[src/rtl/mmh64a_pkg.sv]
// package: constants, state type and byte-mask helper for the murmur2 64a hash block
`default_nettype none
package mmh64a_pkg;

    localparam logic [63:0] MIX_MUL    = 64'hc6a4a7935bd1e995;
    localparam int          MIX_SHIFT  = 47;
    localparam logic [31:0] SEED_RESET = 32'h0000_0424;

    localparam int WORD_W   = 64;
    localparam int COUNT_W  = 4;
    localparam int LENGTH_W = 32;
    localparam int SEED_W   = 32;
    localparam int HALF_W   = 32;
    localparam int TDATA_W  = 104;

    localparam logic [COUNT_W-1:0] FULL_COUNT = 4'd8;
    localparam logic [1:0]         PP_LAST    = 2'd2;

    typedef enum logic [3:0] {
        S_IDLE,
        S_LEN,
        S_DATA,
        S_PRE1,
        S_PRE2,
        S_ACC,
        S_TAIL,
        S_FIN
    } t_state;

    function automatic logic [WORD_W-1:0] byte_mask(input logic [COUNT_W-1:0] cnt);
        logic [WORD_W-1:0] m;
        m = '0;
        for (int b = 0; b < 8; b++) begin
            if (COUNT_W'(b) < cnt) begin
                m[b*8 +: 8] = 8'hff;
            end
        end
        return m;
    endfunction

    function automatic logic [WORD_W-1:0] xorshift(input logic [WORD_W-1:0] v);
        return v ^ (v >> MIX_SHIFT);
    endfunction

endpackage
`default_nettype wire

[src/rtl/murmur2_64a_hash.sv]
// top level: 64-bit murmur2 (64a) hash over a stream of little-endian message words
//
// One 32x32 multiplier is shared by every multiply by the mixing constant; a 64-bit
// product is built from three partial products summed in a register. The block takes
// one word at a time and drops tready until that word is done: the first word adds
// the length seeding, a full word is scrambled and mixed in, a partial word is masked
// and mixed in, an empty word only passes, and the last word adds finalization before
// the hash appears. The hash sits in an output register, so the next message may start
// while it waits; finalization of a following hash stalls only while the previous one
// is still held.
`default_nettype none
module murmur2_64a_hash (
    input  wire logic                           i_clk,
    input  wire logic                           i_rst_n,
    input  wire logic                           i_cfg_wr_en,
    input  wire logic [mmh64a_pkg::SEED_W-1:0]  i_cfg_wr_data,
    input  wire logic                           s_axis_tvalid,
    output logic                                s_axis_tready,
    // data_word[63:0], valid_bytes[67:64], message_length[99:68], zero pad
    input  wire logic [mmh64a_pkg::TDATA_W-1:0] s_axis_tdata,
    // first_word
    input  wire logic                           s_axis_tuser,
    input  wire logic                           s_axis_tlast,
    output logic                                m_axis_tvalid,
    input  wire logic                           m_axis_tready,
    // hash_value[63:0]
    output logic [mmh64a_pkg::WORD_W-1:0]       m_axis_tdata
);
    import mmh64a_pkg::*;

    t_state                r_state, n_state;
    logic [SEED_W-1:0]     r_seed;
    logic [WORD_W-1:0]     r_acc, n_acc;
    logic [WORD_W-1:0]     r_op, n_op;
    logic [WORD_W-1:0]     r_prod, n_prod;
    logic [WORD_W-1:0]     r_word, n_word;
    logic [COUNT_W-1:0]    r_cnt, n_cnt;
    logic                  r_last, n_last;
    logic                  r_in_msg, n_in_msg;
    logic [1:0]            r_pp, n_pp;
    logic                  r_out_valid, n_out_valid;
    logic [WORD_W-1:0]     r_out, n_out;

    logic [HALF_W-1:0]     mul_a, mul_b;
    logic [WORD_W-1:0]     mul_p, mul_term, mul_sum;
    logic                  mul_state, mul_done, accept;

    logic [WORD_W-1:0]     in_word;
    logic [COUNT_W-1:0]    in_cnt;
    logic [LENGTH_W-1:0]   in_len;

    assign in_word = s_axis_tdata[WORD_W-1:0];
    assign in_cnt  = s_axis_tdata[WORD_W +: COUNT_W];
    assign in_len  = s_axis_tdata[WORD_W+COUNT_W +: LENGTH_W];

    assign s_axis_tready = (r_state == S_IDLE);
    assign accept        = s_axis_tvalid && s_axis_tready;
    assign m_axis_tvalid = r_out_valid;
    assign m_axis_tdata  = r_out;

    // shared multiplier: op * MIX_MUL mod 2^64 as three partial products
    assign mul_a    = (r_pp == PP_LAST) ? r_op[WORD_W-1:HALF_W] : r_op[HALF_W-1:0];
    assign mul_b    = (r_pp == 2'd1) ? MIX_MUL[WORD_W-1:HALF_W] : MIX_MUL[HALF_W-1:0];
    assign mul_p    = WORD_W'(mul_a) * WORD_W'(mul_b);
    assign mul_term = (r_pp == 2'd0) ? mul_p : {mul_p[HALF_W-1:0], {HALF_W{1'b0}}};
    assign mul_sum  = ((r_pp == 2'd0) ? '0 : r_prod) + mul_term;
    assign mul_state = (r_state == S_LEN) || (r_state == S_PRE1) || (r_state == S_PRE2)
                    || (r_state == S_ACC) || (r_state == S_FIN);
    assign mul_done = mul_state && (r_pp == PP_LAST);

    always_ff @(posedge i_clk) begin
        if (!i_rst_n) begin
            r_state     <= S_IDLE;
            r_seed      <= SEED_RESET;
            r_acc       <= '0;
            r_in_msg    <= 1'b0;
            r_pp        <= '0;
            r_out_valid <= 1'b0;
        end else begin
            r_state     <= n_state;
            r_acc       <= n_acc;
            r_in_msg    <= n_in_msg;
            r_pp        <= n_pp;
            r_out_valid <= n_out_valid;
            if (i_cfg_wr_en) begin
                r_seed <= i_cfg_wr_data;
            end
        end
    end

    always_ff @(posedge i_clk) begin
        r_op   <= n_op;
        r_prod <= n_prod;
        r_word <= n_word;
        r_cnt  <= n_cnt;
        r_last <= n_last;
        r_out  <= n_out;
    end

    always_comb begin
        n_state     = r_state;
        n_acc       = r_acc;
        n_op        = r_op;
        n_prod      = r_prod;
        n_word      = r_word;
        n_cnt       = r_cnt;
        n_last      = r_last;
        n_in_msg    = r_in_msg;
        n_pp        = r_pp;
        n_out_valid = r_out_valid;
        n_out       = r_out;

        if (r_out_valid && m_axis_tready) begin
            n_out_valid = 1'b0;
        end

        if (mul_state) begin
            if (r_pp != PP_LAST) begin
                n_prod = mul_sum;
                n_pp   = r_pp + 2'd1;
            end else if (r_state != S_FIN || n_out_valid == 1'b0) begin
                n_pp = '0;
            end
        end

        case (r_state)
            S_IDLE: begin
                if (accept) begin
                    n_word = in_word;
                    n_cnt  = in_cnt;
                    n_last = s_axis_tlast;
                    if (s_axis_tuser) begin
                        n_in_msg = 1'b1;
                        n_op     = WORD_W'(in_len);
                        n_state  = S_LEN;
                    end else if (r_in_msg) begin
                        n_state = S_DATA;
                    end
                end
            end
            S_LEN: begin
                if (mul_done) begin
                    n_acc   = WORD_W'(r_seed) ^ mul_sum;
                    n_state = S_DATA;
                end
            end
            S_DATA: begin
                if (r_cnt >= FULL_COUNT) begin
                    n_op    = r_word;
                    n_state = S_PRE1;
                end else if (r_cnt != '0) begin
                    n_op    = r_acc ^ (r_word & byte_mask(r_cnt));
                    n_state = S_ACC;
                end else begin
                    n_state = S_TAIL;
                end
            end
            S_PRE1: begin
                if (mul_done) begin
                    n_op    = xorshift(mul_sum);
                    n_state = S_PRE2;
                end
            end
            S_PRE2: begin
                if (mul_done) begin
                    n_op    = r_acc ^ mul_sum;
                    n_state = S_ACC;
                end
            end
            S_ACC: begin
                if (mul_done) begin
                    n_acc   = mul_sum;
                    n_state = S_TAIL;
                end
            end
            S_TAIL: begin
                if (r_last) begin
                    n_in_msg = 1'b0;
                    n_op     = xorshift(r_acc);
                    n_state  = S_FIN;
                end else begin
                    n_state = S_IDLE;
                end
            end
            S_FIN: begin
                // hold the finished product until the output register is free
                if (mul_done && !n_out_valid) begin
                    n_out       = xorshift(mul_sum);
                    n_out_valid = 1'b1;
                    n_state     = S_IDLE;
                end
            end
            default: begin
                n_state = S_IDLE;
            end
        endcase
    end

    a_busy_in_msg: assert property (@(posedge i_clk) disable iff (!i_rst_n)
        (r_state != S_IDLE && r_state != S_FIN) |-> r_in_msg)
        else $error("word in flight without an open message");

    a_pp_idle: assert property (@(posedge i_clk) disable iff (!i_rst_n)
        !mul_state |-> (r_pp == 2'd0))
        else $error("partial product step outside a multiply");

    a_pp_range: assert property (@(posedge i_clk) disable iff (!i_rst_n)
        r_pp != 2'd3)
        else $error("partial product step out of range");

    a_first_seeds: assert property (@(posedge i_clk) disable iff (!i_rst_n)
        (accept && s_axis_tuser) |=> (r_state == S_LEN && r_op[WORD_W-1:LENGTH_W] == '0))
        else $error("first word did not start length seeding");

    a_hash_from_fin: assert property (@(posedge i_clk) disable iff (!i_rst_n)
        $rose(r_out_valid) |-> $past(r_state == S_FIN))
        else $error("hash emitted outside finalization");

endmodule
`default_nettype wire

[config.mk]
export PLATFORM = sky130hd
export DESIGN_NAME = murmur2_64a_hash
export DESIGN_NICKNAME = d
export VERILOG_FILES = /design/src/rtl/mmh64a_pkg.sv /design/src/rtl/murmur2_64a_hash.sv
export SDC_FILE = /design/constraint.sdc
export NUM_CORES = 2
export LEC_CHECK = 0
export BUFFER_PORTS_ARGS = -buffer_cell sky130_fd_sc_hd__buf_2
export CAP_MARGIN = 40
export CORE_MARGIN = 4
export CORE_UTILIZATION = 35
export DETAILED_ROUTE_END_ITERATION = 10
export PLACE_DENSITY = 0.54
export SKIP_LAST_GASP = 1
export SLEW_MARGIN = 10
export SYNTH_ARGS = -nofsm -noshare
export SYNTH_HDL_FRONTEND = slang
export SYNTH_SLANG_ARGS = --single-unit
[constraint.sdc]
create_clock -name i_clk -period 25.3 [get_ports i_clk]
set_clock_uncertainty 0.1 [all_clocks]
set_input_delay 2.53 -clock i_clk [delete_from_list [all_inputs] [get_ports i_clk]]
set_output_delay 2.53 -clock i_clk [all_outputs]
set_load 0.005 [all_outputs]
==> summary.txt <==
Number of synthesized flops with an enable pin = 261
Kind of critical path = reg2reg
Die height = 367 um
Sequential area share after synthesis = 0.219
Post-synthesis register bit count = 364
Vias in the first global route = 35,500
Worst setup EP type = flop
Fill cell count = 12,800
WL/cell = 25.2 um
Ys Warns = 0
Layout cells sized above 1 = 0.0932
Post-synth ARST share = 0
Peak Freq = 72.1 MHz
CTS tree = yes
Clk buf depth = 3
Initial antenna violation count = 6
Setup-failing EPs final = 0
Fin crit share = 0.548
RSZ-0062 raised after global routing = false
Number of H-tree levels = 2
First-pass GRT wire length = 241,000 um
Core Footprint = 0.128 mm2
Layout Nets = 6,006
Total wire length = 164,000 um
IO Count = 209
Clk Latency, worst-skew pair = 0.57 ns
Fin. Hold Viols = 0
Die Wd = 367 um
Largest net degree at the start of global routing = 62
Worst Path Buf+Inv = 7
Clock transition at path regs = 0.06 ns
Crit path DAT = 14.08 ns
Initial core utilization = 0.353
Area after DPL = 0.0484 mm2
Worst Path Max Fanout = 21
Syn avg cell area = 9.72 um2
Worst EP required = 25.52 ns
Gpl congestion = 0.943
Final Instance Area = 0.0498 mm2
Relative slew margins = 0.358
Minimum clock period = 13.87 ns
1st-pass router iterations = 7
Number of rows in the core area = 131
Pins Over Slew Limit = 0
CP max stage delay = 0.81 ns
Post-CTS Setup Bufs = 0
TritonCTS buffer count = 39
Synth Cell Area = 0.0451 mm2
Worst Max-Slew Pin Slew = 0.960 ns
Most common cell after layout, fill and taps aside = inv_1
DR vias/cell = 5.35
GRT overflow = 0
CP top delay family = adder cells
Initial DRC count = 3,363
Max-cap check violation count = 0
Die Area = 0.135 mm2
Drt drc = 0
Port buffer count = 204
Critical path's slowest cell = o41ai_2
Synth cell types = 101
Most frequent cells in the layout = inv_1, fa_1, ha_1, nand2_1, edfxtp_1
Outcome = finished clean
Clock root buffer master = clkbuf_16
Synth Flop Type = edfxtp_1
Area Growth Syn to Fin = 10.3%
Post-CTS resize count = 0
All-Layer GR Usage = 0.240
Post-route ant nets = 0
Sum Neg Setup Slack = 0 ns
Startpoint types = flop
Via count = 34,700
# hold bufs at CTS = 0
Mapped Cells = 4,643
HPWL Detailed = 136,000 um
Min-delay worst type = reg2reg
CTS Sinks = 364
[routing by layer]
| metal | track usage | part of all wire | vias to the layer above |
|---|---|---|---|
| met2 | 0.401 | 0.47 | 1401 |
| met1 | 0.324 | 0.43 | 17500 |
| li1 | - | - | 15700 |
| met3 | 0.0364 | 0.070 | 210 |
| met5 | 0 | 0.000043 | - |
| met4 | 0.0638 | 0.031 | 2 |
[final timing paths]
path	startpoint	endpoint	slack (ns)	depth (start not counted)
worst max-delay path	r_pp[1]	r_op[55]	11.43	39
worst min-delay path	r_acc[0]	r_acc[0]	0.38	2
worst max register to register	r_pp[1]	r_op[55]	11.43	39
worst min register to register	r_acc[0]	r_acc[0]	0.38	2
[area by class of cell]
cell class                 count  area (um2)  share of cell area
multi-input combinational   3239       31400               0.631
sequential                   364        9900               0.199
inverter                     861        3230              0.0650
tap                         1662        2080              0.0418
timing repair buffer         290        1770              0.0355
clock buffer                  48        1100              0.0222
clock inverter                24         295             0.00593
antenna                        3        7.51            0.000151
[registers in the layout (all words and copies together), names as in the netlist, 3 cells and up]
name          flops
r_op             64
r_cnt             4
m_axis_tdata     64
r_state           3
r_acc            64
r_seed           32
r_prod           64
r_word           64
[worst reg2reg max path, delay by kind of cell, from the launching register on]
| family | cells | cell delay, ns |
|---|---|---|
| flip-flops | 1 | 0.34 |
| buffers and inverters | 7 | 1.50 |
| XOR/XNOR | 2 | 0.91 |
| multiplexers | 2 | 0.94 |
| adder cells (fa/ha/maj) | 10 | 4.73 |
| AO/OA/AOI/OAI | 10 | 3.50 |
| AND/OR/NAND/NOR | 8 | 1.61 |
[logic make-up after synthesis]
kind of cell,share of synthesized area
DFF,0.219
adders and majority gates,0.399
xor gates and xnor gates,0.0419
buffers and inverters,0.0872
and+or+nand+nor,0.106
other,0.000166
AOI/OAI and AO/OA,0.122
muxes,0.0234
[through the flow]
| step | utilization | std cells | hold WS (ns) | setup WS (ns) |
|---|---|---|---|---|
| finish | 0.389 | 6491 | 0.380 | 11.43 |
| global route | 0.389 | 6488 | 0.409 | 10.99 |
| CTS | 0.389 | 6488 | 0.379 | 11.57 |
| detailed placement | 0.378 | 6416 | 0.371 | 11.64 |
| global placement | 0.376 | 6399 | 0.361 | 11.28 |
| floorplan | - | 4648 | 0.341 | 13.44 |
[cell usage after synthesis, types with 16 or more instances]
library cell  number  area, um2
mux2_2            19        214
nand2_1          399       1500
and2_1            77        482
and3_1            36        225
xnor2_1          114        998
o31ai_1           18        135
buf_1             16       60.1
nor2_1           242        908
clkbuf_1         162        608
nor3_1            45        225
a21boi_0          20        150
dfxtp_1          103       2060
o21bai_1          18        135
ha_1             447       5590
a21o_1            78        586
or2_2             27        169
nand4_1           34        213
o211ai_1          28        210
o21ai_0          168        841
o21a_1            22        165
edfxtp_1         261       7840
nand3_1           59        295
nor2b_1           33        206
inv_1            856       3210
a31oi_1           22        138
xor2_1            82        718
a211oi_1          32        240
a221o_1           18        180
fa_1             621      12400
mux2i_1           82        821
a21oi_1          252       1260
Power is not shown: default switching activity piles up to over one toggle a cycle in this logic, so the estimate is an artifact.
